File: src/rtl/core/utf8_decoder_core_macros.svh
// assertion macros shared by the utf8 decoder rtl
// used by files that take it with an include; no other dependencies
`ifndef UTF8_DECODER_CORE_MACROS_SVH
`define UTF8_DECODER_CORE_MACROS_SVH

// same-cycle implication, sampled on clk, off during rst
`define UTF8D_ASSERT_NOW(lbl, ante, cons) \
  lbl: assert property (@(posedge clk) disable iff (rst) (ante) |-> (cons)) \
    else $error("utf8 decoder assertion failed");

// next-cycle implication, sampled on clk, off during rst
`define UTF8D_ASSERT_NEXT(lbl, ante, cons) \
  lbl: assert property (@(posedge clk) disable iff (rst) (ante) |=> (cons)) \
    else $error("utf8 decoder assertion failed");

`endif

File: src/rtl/core/utf8d_pkg.sv
// types, constants and helper functions for the utf8 decoder
// no dependencies
`timescale 1ns / 1ps

package utf8d_pkg;

  localparam logic [20:0] REPL_CP     = 21'h00FFFD;
  localparam logic [20:0] MIN_CP2     = 21'h000080;
  localparam logic [20:0] MIN_CP3     = 21'h000800;
  localparam logic [20:0] SURR_LO     = 21'h00D800;
  localparam logic [20:0] SURR_HI     = 21'h00DFFF;
  localparam logic [20:0] MIN_CP4     = 21'h010000;
  localparam logic [20:0] MAX_CP      = 21'h10FFFF;

  localparam int unsigned QUEUE_DEPTH = 4;
  localparam int unsigned QPTR_W      = 2;

  // one queued job: a run of replacements, then an optional decoded code point
  typedef struct packed {
    logic [2:0]  n_repl;
    logic        tail_valid;
    logic [20:0] tail_cp;
    logic [2:0]  tail_len;
  } job_t;

  function automatic logic value_ok(input logic [2:0] total, input logic [20:0] cp);
    logic ok;
    begin
      if (total == 3'd2) begin
        ok = (cp >= MIN_CP2);
      end else if (total == 3'd3) begin
        ok = (cp >= MIN_CP3) && !((cp >= SURR_LO) && (cp <= SURR_HI));
      end else begin
        ok = (cp >= MIN_CP4) && (cp <= MAX_CP);
      end
      return ok;
    end
  endfunction

endpackage

File: src/rtl/core/utf8d_front.sv
// front end: takes bytes, tracks the open sequence, emits at most one job per byte
// depends on utf8d_pkg
`timescale 1ns / 1ps

module utf8d_front (
  input  logic              clk,
  input  logic              rst,
  input  logic              in_valid,
  input  logic              in_ready,
  input  logic [7:0]        data_byte,
  input  logic              end_of_text,
  output logic              push,
  output utf8d_pkg::job_t   job
);

  logic [2:0]  expected_total;
  logic [2:0]  expected_total_next;
  logic [1:0]  held_count;
  logic [1:0]  held_count_next;
  logic [20:0] partial_value;
  logic [20:0] partial_value_next;

  logic        seq_open;
  logic        is_cont;
  logic [2:0]  held_ext;
  logic [20:0] cp_ext;
  logic        fresh_en;
  logic [2:0]  base_repl;
  logic        accept;

  assign accept   = in_valid && in_ready;
  assign seq_open = (expected_total >= 3'd2) && (expected_total <= 3'd4);
  assign is_cont  = (data_byte[7:6] == 2'b10);
  assign held_ext = {1'b0, held_count} + 3'd1;
  assign cp_ext   = {partial_value[14:0], data_byte[5:0]};

  always_comb begin
    job                 = '0;
    expected_total_next = expected_total;
    held_count_next     = held_count;
    partial_value_next  = partial_value;
    fresh_en            = 1'b0;
    base_repl           = 3'd0;
    if (seq_open) begin
      if (is_cont) begin
        if ((held_ext + 3'd1) >= expected_total) begin
          expected_total_next = 3'd0;
          held_count_next     = 2'd0;
          partial_value_next  = '0;
          if (utf8d_pkg::value_ok(expected_total, cp_ext)) begin
            job.tail_valid = 1'b1;
            job.tail_cp    = cp_ext;
            job.tail_len   = expected_total;
          end else begin
            job.n_repl = held_ext + 3'd1;
          end
        end else if (end_of_text) begin
          expected_total_next = 3'd0;
          held_count_next     = 2'd0;
          partial_value_next  = '0;
          job.n_repl          = held_ext + 3'd1;
        end else begin
          held_count_next    = held_ext[1:0];
          partial_value_next = cp_ext;
        end
      end else begin
        base_repl           = held_ext;
        expected_total_next = 3'd0;
        held_count_next     = 2'd0;
        partial_value_next  = '0;
        fresh_en            = 1'b1;
      end
    end else begin
      fresh_en = 1'b1;
    end

    if (fresh_en) begin
      job.n_repl = base_repl;
      priority if (!data_byte[7]) begin
        job.tail_valid = 1'b1;
        job.tail_cp    = {13'd0, data_byte};
        job.tail_len   = 3'd1;
      end else if (end_of_text || data_byte[6] == 1'b0 || data_byte[7:3] == 5'b11111) begin
        // bad lead, or a lead cut off by the end of the text
        job.n_repl = base_repl + 3'd1;
      end else if (data_byte[5] == 1'b0) begin
        expected_total_next = 3'd2;
        held_count_next     = 2'd0;
        partial_value_next  = {16'd0, data_byte[4:0]};
      end else if (data_byte[4] == 1'b0) begin
        expected_total_next = 3'd3;
        held_count_next     = 2'd0;
        partial_value_next  = {17'd0, data_byte[3:0]};
      end else begin
        expected_total_next = 3'd4;
        held_count_next     = 2'd0;
        partial_value_next  = {18'd0, data_byte[2:0]};
      end
    end
  end

  assign push = accept && ((job.n_repl != 3'd0) || job.tail_valid);

  always_ff @(posedge clk) begin
    if (rst) begin
      expected_total <= 3'd0;
      held_count     <= 2'd0;
      partial_value  <= '0;
    end else if (accept) begin
      expected_total <= expected_total_next;
      held_count     <= held_count_next;
      partial_value  <= partial_value_next;
    end
  end

endmodule

File: src/rtl/core/utf8d_queue.sv
// short job queue between front and back ends
// depends on utf8d_pkg and utf8_decoder_core_macros.svh
`timescale 1ns / 1ps

`include "utf8_decoder_core_macros.svh"

module utf8d_queue (
  input  logic            clk,
  input  logic            rst,
  input  logic            push,
  input  utf8d_pkg::job_t push_job,
  input  logic            pop,
  output utf8d_pkg::job_t head,
  output logic            empty,
  output logic            full
);

  localparam int unsigned CNT_W = utf8d_pkg::QPTR_W + 1;

  utf8d_pkg::job_t              mem [utf8d_pkg::QUEUE_DEPTH];
  logic [utf8d_pkg::QPTR_W-1:0] wptr;
  logic [utf8d_pkg::QPTR_W-1:0] rptr;
  logic [CNT_W-1:0]             count;

  assign empty = (count == '0);
  assign full  = (count == CNT_W'(utf8d_pkg::QUEUE_DEPTH));
  assign head  = mem[rptr];

  always_ff @(posedge clk) begin
    if (push) begin
      mem[wptr] <= push_job;
    end
  end

  always_ff @(posedge clk) begin
    if (rst) begin
      wptr  <= '0;
      rptr  <= '0;
      count <= '0;
    end else begin
      if (push) begin
        wptr <= wptr + 1'b1;
      end
      if (pop) begin
        rptr <= rptr + 1'b1;
      end
      unique case ({push, pop})
        2'b10:   count <= count + 1'b1;
        2'b01:   count <= count - 1'b1;
        default: count <= count;
      endcase
    end
  end

  `UTF8D_ASSERT_NOW(a_no_overflow, push, !full)
  `UTF8D_ASSERT_NOW(a_no_underflow, pop, !empty)
  `UTF8D_ASSERT_NEXT(a_count_up, push && !pop, count == $past(count) + 1'b1)
  `UTF8D_ASSERT_NOW(a_job_nonempty, push, push_job.n_repl != 3'd0 || push_job.tail_valid)

endmodule

File: src/rtl/core/utf8d_back.sv
// back end: expands each job into result words through an output register
// depends on utf8d_pkg and utf8_decoder_core_macros.svh
`timescale 1ns / 1ps

`include "utf8_decoder_core_macros.svh"

module utf8d_back (
  input  logic            clk,
  input  logic            rst,
  input  utf8d_pkg::job_t head,
  input  logic            empty,
  output logic            pop,
  output logic            out_valid,
  input  logic            out_ready,
  output logic [20:0]     code_point,
  output logic [2:0]      seq_length,
  output logic            is_replacement,
  output logic            last_of_run
);

  logic [2:0] rep_done;
  logic [2:0] rep_done_next;
  logic       adv;
  logic       go;
  logic       in_repl;
  logic       last;

  assign adv     = !out_valid || out_ready;
  assign go      = !empty && adv;
  assign in_repl = (rep_done < head.n_repl);
  assign last    = in_repl ? (((rep_done + 3'd1) == head.n_repl) && !head.tail_valid) : 1'b1;
  assign pop     = go && last;

  always_comb begin
    rep_done_next = rep_done;
    if (pop) begin
      rep_done_next = 3'd0;
    end else if (go && in_repl) begin
      rep_done_next = rep_done + 3'd1;
    end
  end

  always_ff @(posedge clk) begin
    if (rst) begin
      rep_done  <= 3'd0;
      out_valid <= 1'b0;
    end else begin
      rep_done <= rep_done_next;
      if (adv) begin
        out_valid <= !empty;
      end
    end
  end

  always_ff @(posedge clk) begin
    if (go) begin
      last_of_run <= last;
      if (in_repl) begin
        code_point     <= utf8d_pkg::REPL_CP;
        seq_length     <= 3'd1;
        is_replacement <= 1'b1;
      end else begin
        code_point     <= head.tail_cp;
        seq_length     <= head.tail_len;
        is_replacement <= 1'b0;
      end
    end
  end

  `UTF8D_ASSERT_NOW(a_count_in_range, !empty, rep_done <= head.n_repl)
  `UTF8D_ASSERT_NEXT(a_run_restarts, pop, rep_done == 3'd0)
  `UTF8D_ASSERT_NOW(a_tail_len_ok, !empty && head.tail_valid,
                    head.tail_len >= 3'd1 && head.tail_len <= 3'd4)

endmodule

File: src/rtl/core/utf8_decoder_core.sv
// utf8 decoder top level: front end, job queue, back end
// depends on utf8d_pkg, utf8d_front, utf8d_queue, utf8d_back
//
// channel  dir  tdata                                tlast / tuser
// s_*      in   [7:0] data_byte                      tlast = end_of_text
// m_*      out  [20:0] code_point [23:21] seq_length tlast = last_of_run
//                                                    tuser = is_replacement
//
// one byte per cycle is taken while the job queue has room
// each byte gives 0 to 4 words; the back end sends one word per cycle while m_tready is high,
// so a byte that gives n words holds the back end until all n words are sent
// a four-entry job queue absorbs replacement bursts; s_tready drops when it fills
// a byte's first word passes through the job queue and the back end output register; rst clears the sequence and queue
`timescale 1ns / 1ps

module utf8_decoder_core (
  input  logic        clk,
  input  logic        rst,
  input  logic        s_tvalid,
  output logic        s_tready,
  input  logic [7:0]  s_tdata,   // data_byte
  input  logic        s_tlast,
  output logic        m_tvalid,
  input  logic        m_tready,
  output logic [23:0] m_tdata,   // code_point, seq_length
  output logic        m_tuser,   // is_replacement
  output logic        m_tlast
);

  utf8d_pkg::job_t push_job;
  utf8d_pkg::job_t head;
  logic            push;
  logic            pop;
  logic            empty;
  logic            full;
  logic [20:0]     code_point;
  logic [2:0]      seq_length;

  assign s_tready = !full;

  utf8d_front u_front (
    .clk         (clk),
    .rst         (rst),
    .in_valid    (s_tvalid),
    .in_ready    (s_tready),
    .data_byte   (s_tdata),
    .end_of_text (s_tlast),
    .push        (push),
    .job         (push_job)
  );

  utf8d_queue u_queue (
    .clk      (clk),
    .rst      (rst),
    .push     (push),
    .push_job (push_job),
    .pop      (pop),
    .head     (head),
    .empty    (empty),
    .full     (full)
  );

  utf8d_back u_back (
    .clk            (clk),
    .rst            (rst),
    .head           (head),
    .empty          (empty),
    .pop            (pop),
    .out_valid      (m_tvalid),
    .out_ready      (m_tready),
    .code_point     (code_point),
    .seq_length     (seq_length),
    .is_replacement (m_tuser),
    .last_of_run    (m_tlast)
  );

  assign m_tdata = {seq_length, code_point};

endmodule
File: config.mk
export PLATFORM = sky130hd
export DESIGN_NAME = utf8_decoder_core
export DESIGN_NICKNAME = d
export VERILOG_FILES = /design/src/rtl/core/utf8d_pkg.sv /design/src/rtl/core/utf8d_front.sv /design/src/rtl/core/utf8d_queue.sv /design/src/rtl/core/utf8d_back.sv /design/src/rtl/core/utf8_decoder_core.sv
export VERILOG_INCLUDE_DIRS = /design/src /design/src/rtl/core
export SDC_FILE = /design/constraint.sdc
export NUM_CORES = 1
export LEC_CHECK = 0
export BUFFER_PORTS_ARGS = -buffer_cell sky130_fd_sc_hd__clkbuf_2
export CORE_ASPECT_RATIO = 0.9
export CORE_MARGIN = 2
export CORE_UTILIZATION = 50
export DETAILED_ROUTE_END_ITERATION = 16
export MAX_ROUTING_LAYER = met4
export PLACE_DENSITY = 0.66
export SLEW_MARGIN = 20
export SYNTH_ARGS = -nofsm -noshare
export SYNTH_HDL_FRONTEND = slang
export SYNTH_SLANG_ARGS = --single-unit
File: constraint.sdc
create_clock -name clk -period 10.58 [get_ports clk]
set_input_delay 1.058 -clock clk [delete_from_list [all_inputs] [get_ports clk]]
set_output_delay 1.058 -clock clk [all_outputs]
set_load 0.005 [all_outputs]
# Word-level counts from Yosys, hierarchy flattened
# Memories as Yosys holds them, arrays and structs flattened. A register that Yosys moved wholly into a read port is not among the register bits.
# Cells that the tools add are included.
totals:
  memories: 1
  elab_cells: 115
  mem_bits_rw: 112
  output_inout_bits: 28
  reg_bits: 63
  inputBits: 13
op_classes:
  n_lt_le_gt_ge: 10
  n_reduce_logical: 23
  add_sub_neg: 8
  muxes: 52
  bitwise_logic: 1
  n_eq_ne: 8
memory_table:
  columns: ["memory", "words", "word_bits", "rd", "rd_ports_with_merged_regs", "wr", "line", "text"]
  rows:
  - ["u_queue.mem", 4, 28, 1, 1, 1, "utf8d_queue.sv:20", "utf8d_pkg::job_t mem [utf8d_pkg::QUEUE_DEPTH];"]
ops:
  columns: ["op", "n"]
  rows:
  - ["two-way mux 21 bit", 8]
  - ["two-way mux 28 bit", 3]
  - ["two-way mux 25 bit", 3]
  - ["two-way mux 3 bit", 16]
  - [">= comparator 21 x 12 -> 1 bit, second input constant", 1]
  - [">= comparator 21 x 16 -> 1 bit, second input constant", 1]
  - [">= comparator 21 x 17 -> 1 bit, second input constant", 1]
  - [">= comparator 21 x 8 -> 1 bit, second input constant", 1]
  - ["<= comparator 21 x 16 -> 1 bit, second input constant", 1]
  - ["<= comparator 21 bit, second input constant", 1]
  - ["two-way mux 2 bit", 9]
  - ["adder 3 x 1 -> 3 bit, second input constant", 4]
  - ["two-way mux 1 bit", 11]
  - ["logical AND 1 bit", 10]
  - ["equality test 3 x 2 -> 1 bit, second input constant", 2]
  - ["one-hot mux 3 bit (2 select lines)", 1]
  - ["equality test 5 bit, second input constant", 1]
  - ["logical NOT 1 bit", 5]
  - ["adder 2 x 1 -> 2 bit, second input constant", 2]
  - ["equality test 2 bit, second input constant", 2]
  - ["logical OR 1 bit", 4]
  - ["two-way mux 4 bit", 1]
  - ["adder 2 x 1 -> 3 bit, second input constant", 1]
  - ["equality test 3 bit", 1]
  - ["other kinds (12)", 12]

# Depth between registers and ports, before layout
logic_depth:
  word_depth: 20
  ltp_mapped: 16
  mapped_depth_nobuf: 16

# Hierarchy
# From an unflattened synthesis, not the netlist that was laid out.
hier_totals:
  cells_unflattened: 446
  hier_area_um2: 7101.8
modules_own_cells:
  columns: ["mod", "area_each_um2", "instances", "cells_per_inst"]
  rows:
  - ["utf8d_queue", 4524.3, 1, 193]
  - ["utf8d_front", 1308.8, 1, 167]
  - ["utf8d_back", 1265.0, 1, 85]
  - ["utf8_decoder_core", 3.8, 1, 1]

# Worst setup path before layout
# OpenSTA, ideal clock, no wires.
synth_timing:
  path_kind: "in2reg"
  start: "in m_tready"
  end: "reg u_queue.count[2]"
  cell_stages: 10
  t_required_ns: 10.509
  arrival_ns: 4.179
  path_buffers: 1
  setup_slack_ns: 6.331
  cell_sequence: "inv_1 a21oi_1 and2_1 clkbuf_1 ha_1 inv_1 fa_1 xor2_1 or3_1 a21oi_1"
synth_between:
  elab_chain_len: 5
  word_cells_on_any_way: 7
  cone_classes: "eq/ne: 2; mux: 1; reduce/logical: 4"
synth_rtl:
  columns: ["element", "line", "text"]
  rows:
  - ["start, declared", "utf8_decoder_core.sv:24", "input logic m_tready,"]
  - ["logical OR 1 bit *", "utf8d_back.sv:28", "assign adv = !out_valid || out_ready;"]
  - ["logical AND 1 bit *", "utf8d_back.sv:29", "assign go = !empty && adv;"]
  - ["via u_back.go", "utf8d_back.sv:24", "logic go;"]
  - ["logical AND 1 bit *", "utf8d_back.sv:32", "assign pop = go && last;"]
  - ["via pop", "utf8_decoder_core.sv:33", "logic pop;"]
  - ["equality test 2 x 1 -> 1 bit / equality test 2 bit (equally long branches)", "utf8d_queue.sv:47", "unique case ({push, pop})"]
  - ["one-hot mux 3 bit (2 select lines) / nonzero test 2 bit (equally long branches)", null, null]
  - ["end signal, assigned", "utf8d_queue.sv:48", "2'b10: count <= count + 1'b1;"]
  - ["end signal, assigned", "utf8d_queue.sv:49", "2'b01: count <= count - 1'b1;"]
  - ["end signal, assigned", "utf8d_queue.sv:50", "default: count <= count;"]
  - ["end, declared", "utf8d_queue.sv:23", "logic [CNT_W-1:0] count;"]
# The timed path passes the listed nets; every way through them passes the cells marked *.
# A chain may end at the register's enable or synchronous reset.

==> flow_summary.rst <==
.. list-table::
   :header-rows: 1

   * - Metric
     - Value
   * - Smallest setup slack after layout
     - between 6 and 7 ns
   * - Count of endpoints failing setup in the final report
     - 0
   * - Final non-filler cell total
     - 708
   * - Quantity of I/O buffers inserted on ports
     - 40
   * - Mean cell area of the mapped netlist
     - between 15 and 20 um2
   * - Switching Fraction
     - 0.2557
   * - DRT antenna net count
     - 0
   * - Slew Limit Fails
     - 0
   * - Global route total overflow
     - 0
   * - Clock root buffer
     - clkbuf_16
   * - Maximum number of pins on one net before global-route repair
     - 35
   * - Die Area
     - 15120 um2
   * - Post-cts gate resize count
     - 0
   * - Share of the synthesized area in the top cell type
     - 0.5857
   * - Register share of total power
     - 0.486
   * - Cell type with the largest total area after synthesis
     - edfxtp_1
   * - Crit Reg-Reg Startpoint
     - u_front.held_count[0]
   * - Start point of the worst hold path
     - u_front.partial_value[3]
   * - Number of max-cap violations
     - 0
   * - Clock tree from TritonCTS
     - yes
   * - Worst slew slack as a fraction of its limit
     - 0.4042
   * - CTS Hold Bufs
     - 0
   * - Diode insertion count for antenna repair
     - 0
   * - Share of cells above drive strength 1
     - 0.2621
   * - Result of the run
     - completed
   * - Worst Hold Class
     - reg -> reg
   * - Global-route wire length before repair
     - 21.00 mm
   * - Top FF cell, synth
     - edfxtp_1
   * - Cell-internal power
     - 1.309 mW
   * - I/O pin count
     - 41
   * - Highest achievable clock rate
     - ~220 MHz
   * - Clock latency of the later-clocked register in the worst-skew pair
     - 0.42 ns
   * - Slack of the worst reg-to-reg path
     - 6.03 ns
   * - Time the final worst path needs with I/O delays and setup
     - 4.549 ns
   * - Total half-perimeter wirelength after legalization and detailed placement
     - 8.419 mm
   * - Routed WL
     - 13.12 mm
   * - Routed length per placed instance
     - around 19 um
   * - Synth cell types
     - 51
   * - Worst Skew
     - 0.008975 ns
   * - Via density per instance
     - 5.439
   * - Number of nets in the layout
     - 531
   * - Final TNS setup
     - 0 ns
   * - Floorplan core area
     - roughly 14000 um2
   * - Crit-path max FO
     - 7
   * - Switching pwr
     - around 0.45 mW
   * - Number of remaining DRC errors
     - 0
   * - Number of violations reported at the end of detailed-routing iteration 0
     - 364
   * - Die Span X
     - 129.4 um
   * - Worst setup slack before clock tree synthesis
     - ~5.9 ns
   * - Syn Inst Count
     - ~450
   * - RePlAce Congestion
     - 0.8431
   * - Number of detailed-route iterations in the first pass
     - 4
   * - Crit path required time
     - between 10 and 15 ns
   * - Starting density of the core
     - 0.5090
   * - RSZ-0062 raised after global routing
     - false
   * - Number of synthesized flops with an enable pin
     - between 100 and 150
   * - Part of the cycle the worst path needs
     - 0.4300
   * - Arrival @ worst endpoint
     - around 5 ns
   * - Tot Pwr
     - 1.759 mW
   * - CTS Sinks
     - 171
   * - Clock slew seen by the registers of the worst setup and hold paths
     - 0.06 ns
   * - Leakage power
     - approximately 2.8 nW
   * - Via count of the first global-routing pass
     - 3921
   * - Growth of design area from synthesis to finish
     - 13.83%
   * - Number of flip-flops and latches in the synthesized netlist
     - 171
   * - Antenna violations before repair
     - 0
   * - Y dimension of the die
     - 116.9 um
   * - Power density normalized to cell area
     - 218.5 nW/um2
   * - Total instance count after detailed placement
     - 676
   * - Number of buffers created by CTS
     - 17
   * - Number of levels the H-tree was split into
     - 4
   * - Maximum vdd drop
     - 0.1306 mV
   * - Buffer depth of the longest clock path
     - 2
   * - Start point of the critical path
     - u_front.held_count[0]
   * - Total track usage
     - 0.1977
   * - Count of warnings emitted by yosys
     - 0
   * - Most used standard cells in the synthesized netlist
     - edfxtp_1 (138), nor2_1 (40), dfxtp_1 (33)
   * - Critical Path End Type
     - flop
   * - Synthesized net count
     - 482
   * - Clock group share of total power
     - 0.323
   * - Standard-cell row count
     - 41
   * - Kind of start point of the critical path
     - flop
   * - Sequential area share after synthesis
     - 0.6790
   * - Share of async-settable or async-resettable flops after synthesis
     - 0
   * - Critical setup path kind
     - reg -> reg
   * - Post-synthesis instance area
     - between 7000 and 8000 um2
   * - Most frequently used cell type in the post-synthesis netlist
     - edfxtp_1
   * - Combinational cell fraction of total power
     - 0.192
   * - Total number of vias
     - 3851
   * - Fin. Hold Viols
     - 0
   * - Worst Max-Slew Pin Slew
     - 0.8856 ns
   * - Post-CTS Repair Setup Buffers
     - 0
   * - Biggest area contributors in the synthesized netlist
     - edfxtp_1 (59%), dfxtp_1 (9.3%), mux4_2 (8.9%), ha_1 (2.7%), nor2_1 (2.1%)
   * - Utilization after layout
     - 0.5793
path summary, 6_finish.rpt:
path / end / cells after the start
max reg2reg: u_queue.count[2] / 16
min: u_front.partial_value[3] / 2
min reg2reg: u_front.partial_value[3] / 2
max: u_queue.count[2] / 16
cells by family (layout without fill, tap and decap cells):
group | count (synthesis) | in the layout | share of synthesized area
flops | 171 | 171 | 0.6790
compound gates | 47 | 47 | 0.05217
buf+inv | 36 | 98 | 0.02034
simple gates | 139 | 139 | 0.1088
fa+ha+maj | 16 | 16 | 0.02935
xor+xnor | 12 | 12 | 0.01485
mux | 32 | 32 | 0.09549
critical path: stages, from the launching register on:
cell and delay [ns]:
dfxtp_1 0.44, inv_1 0.12, ha_1 0.25, xor2_1 0.17, ha_1 0.32, a21o_1 0.20, a311oi_1 0.34, nor2_1 0.14
o21ai_0 0.21, o21ai_1 0.21, o41ai_4 0.72, ha_1 0.29, inv_1 0.06, fa_1 0.38, xor2_1 0.16, or3_1 0.30
a21oi_1 0.15
metal layers:
metal	global-route usage	vias to the layer above	part of all wire
li1	-	1800	-
met1	0.2663	1941	0.47
met2	0.2993	93	0.47
met3	0.04409	17	0.048
met4	0.07319	0	0.014
met5	-	-	0
layout by cell type, fill, tap and decap left out, types with 2 or more instances in the layout:
cell,count
inv_1,19
clkinv_2,5
and2_1,21
o21ai_0,6
nor3_1,11
nand3_1,4
a21oi_1,7
nor2_1,36
o21ai_1,3
and3_1,3
dfxtp_1,31
clkbuf_1,5
nand2_1,12
clkbuf_2,40
or2_2,16
xnor2_1,5
ha_1,15
xor2_1,7
mux2i_1,3
clkbuf_16,17
buf_4,7
nor2b_1,9
nor2_2,5
o211ai_1,4
a32oi_1,2
dfxtp_2,2
edfxtp_1,138
a22oi_1,13
nor4_1,5
mux4_2,28
a311oi_1,2
nand2b_1,7
a21oi_4,2
power by group through the flow:
stage	logic (mW)	registers, mW	clock network (mW)
2_1_floorplan	0.225	0.872	0
3_3_place_gp	0.343	0.866	0
3_5_place_dp	0.347	0.870	0
4_1_cts	0.348	0.856	0.578
5_1_grt	0.379	0.864	0.609
6_report	0.337	0.855	0.567
sequential cells by signal, summed over array words and instances (netlist names), named ones only:
| name | count |
|---|---|
| u_front.expected_total | 3 |
| u_back.is_replacement | 1 |
| u_back.last_of_run | 1 |
| u_front.partial_value | 15 |
| u_back.code_point | 21 |
| u_queue.wptr | 2 |
| u_back.out_valid | 1 |
| u_queue.mem | 112 |
| u_queue.rptr | 2 |
| u_queue.count | 3 |
| u_back.seq_length | 3 |
| u_front.held_count | 2 |
| u_back.rep_done | 3 |
stage by stage:
step	hold WS (ns)	area, um2
floorplan	0.4539	7076
global placement	0.4849	7521
detailed placement	0.4945	7521
CTS	0.5040	8054
global route	0.5357	8054
finish	0.5037	8054
cell type report:
type / count / area [um2]
clock buffers: 23 / 457.9
clock inverters: 9 / 75.07
fillers: 1091 / 5848
inverters: 19 / 71.32
multi-input cells: 246 / 2148
flip-flops and latches: 171 / 4807
well taps: 193 / 241.5
repair buffers: 47 / 252.7
Note: power is estimated with default switching activity, not from simulation.
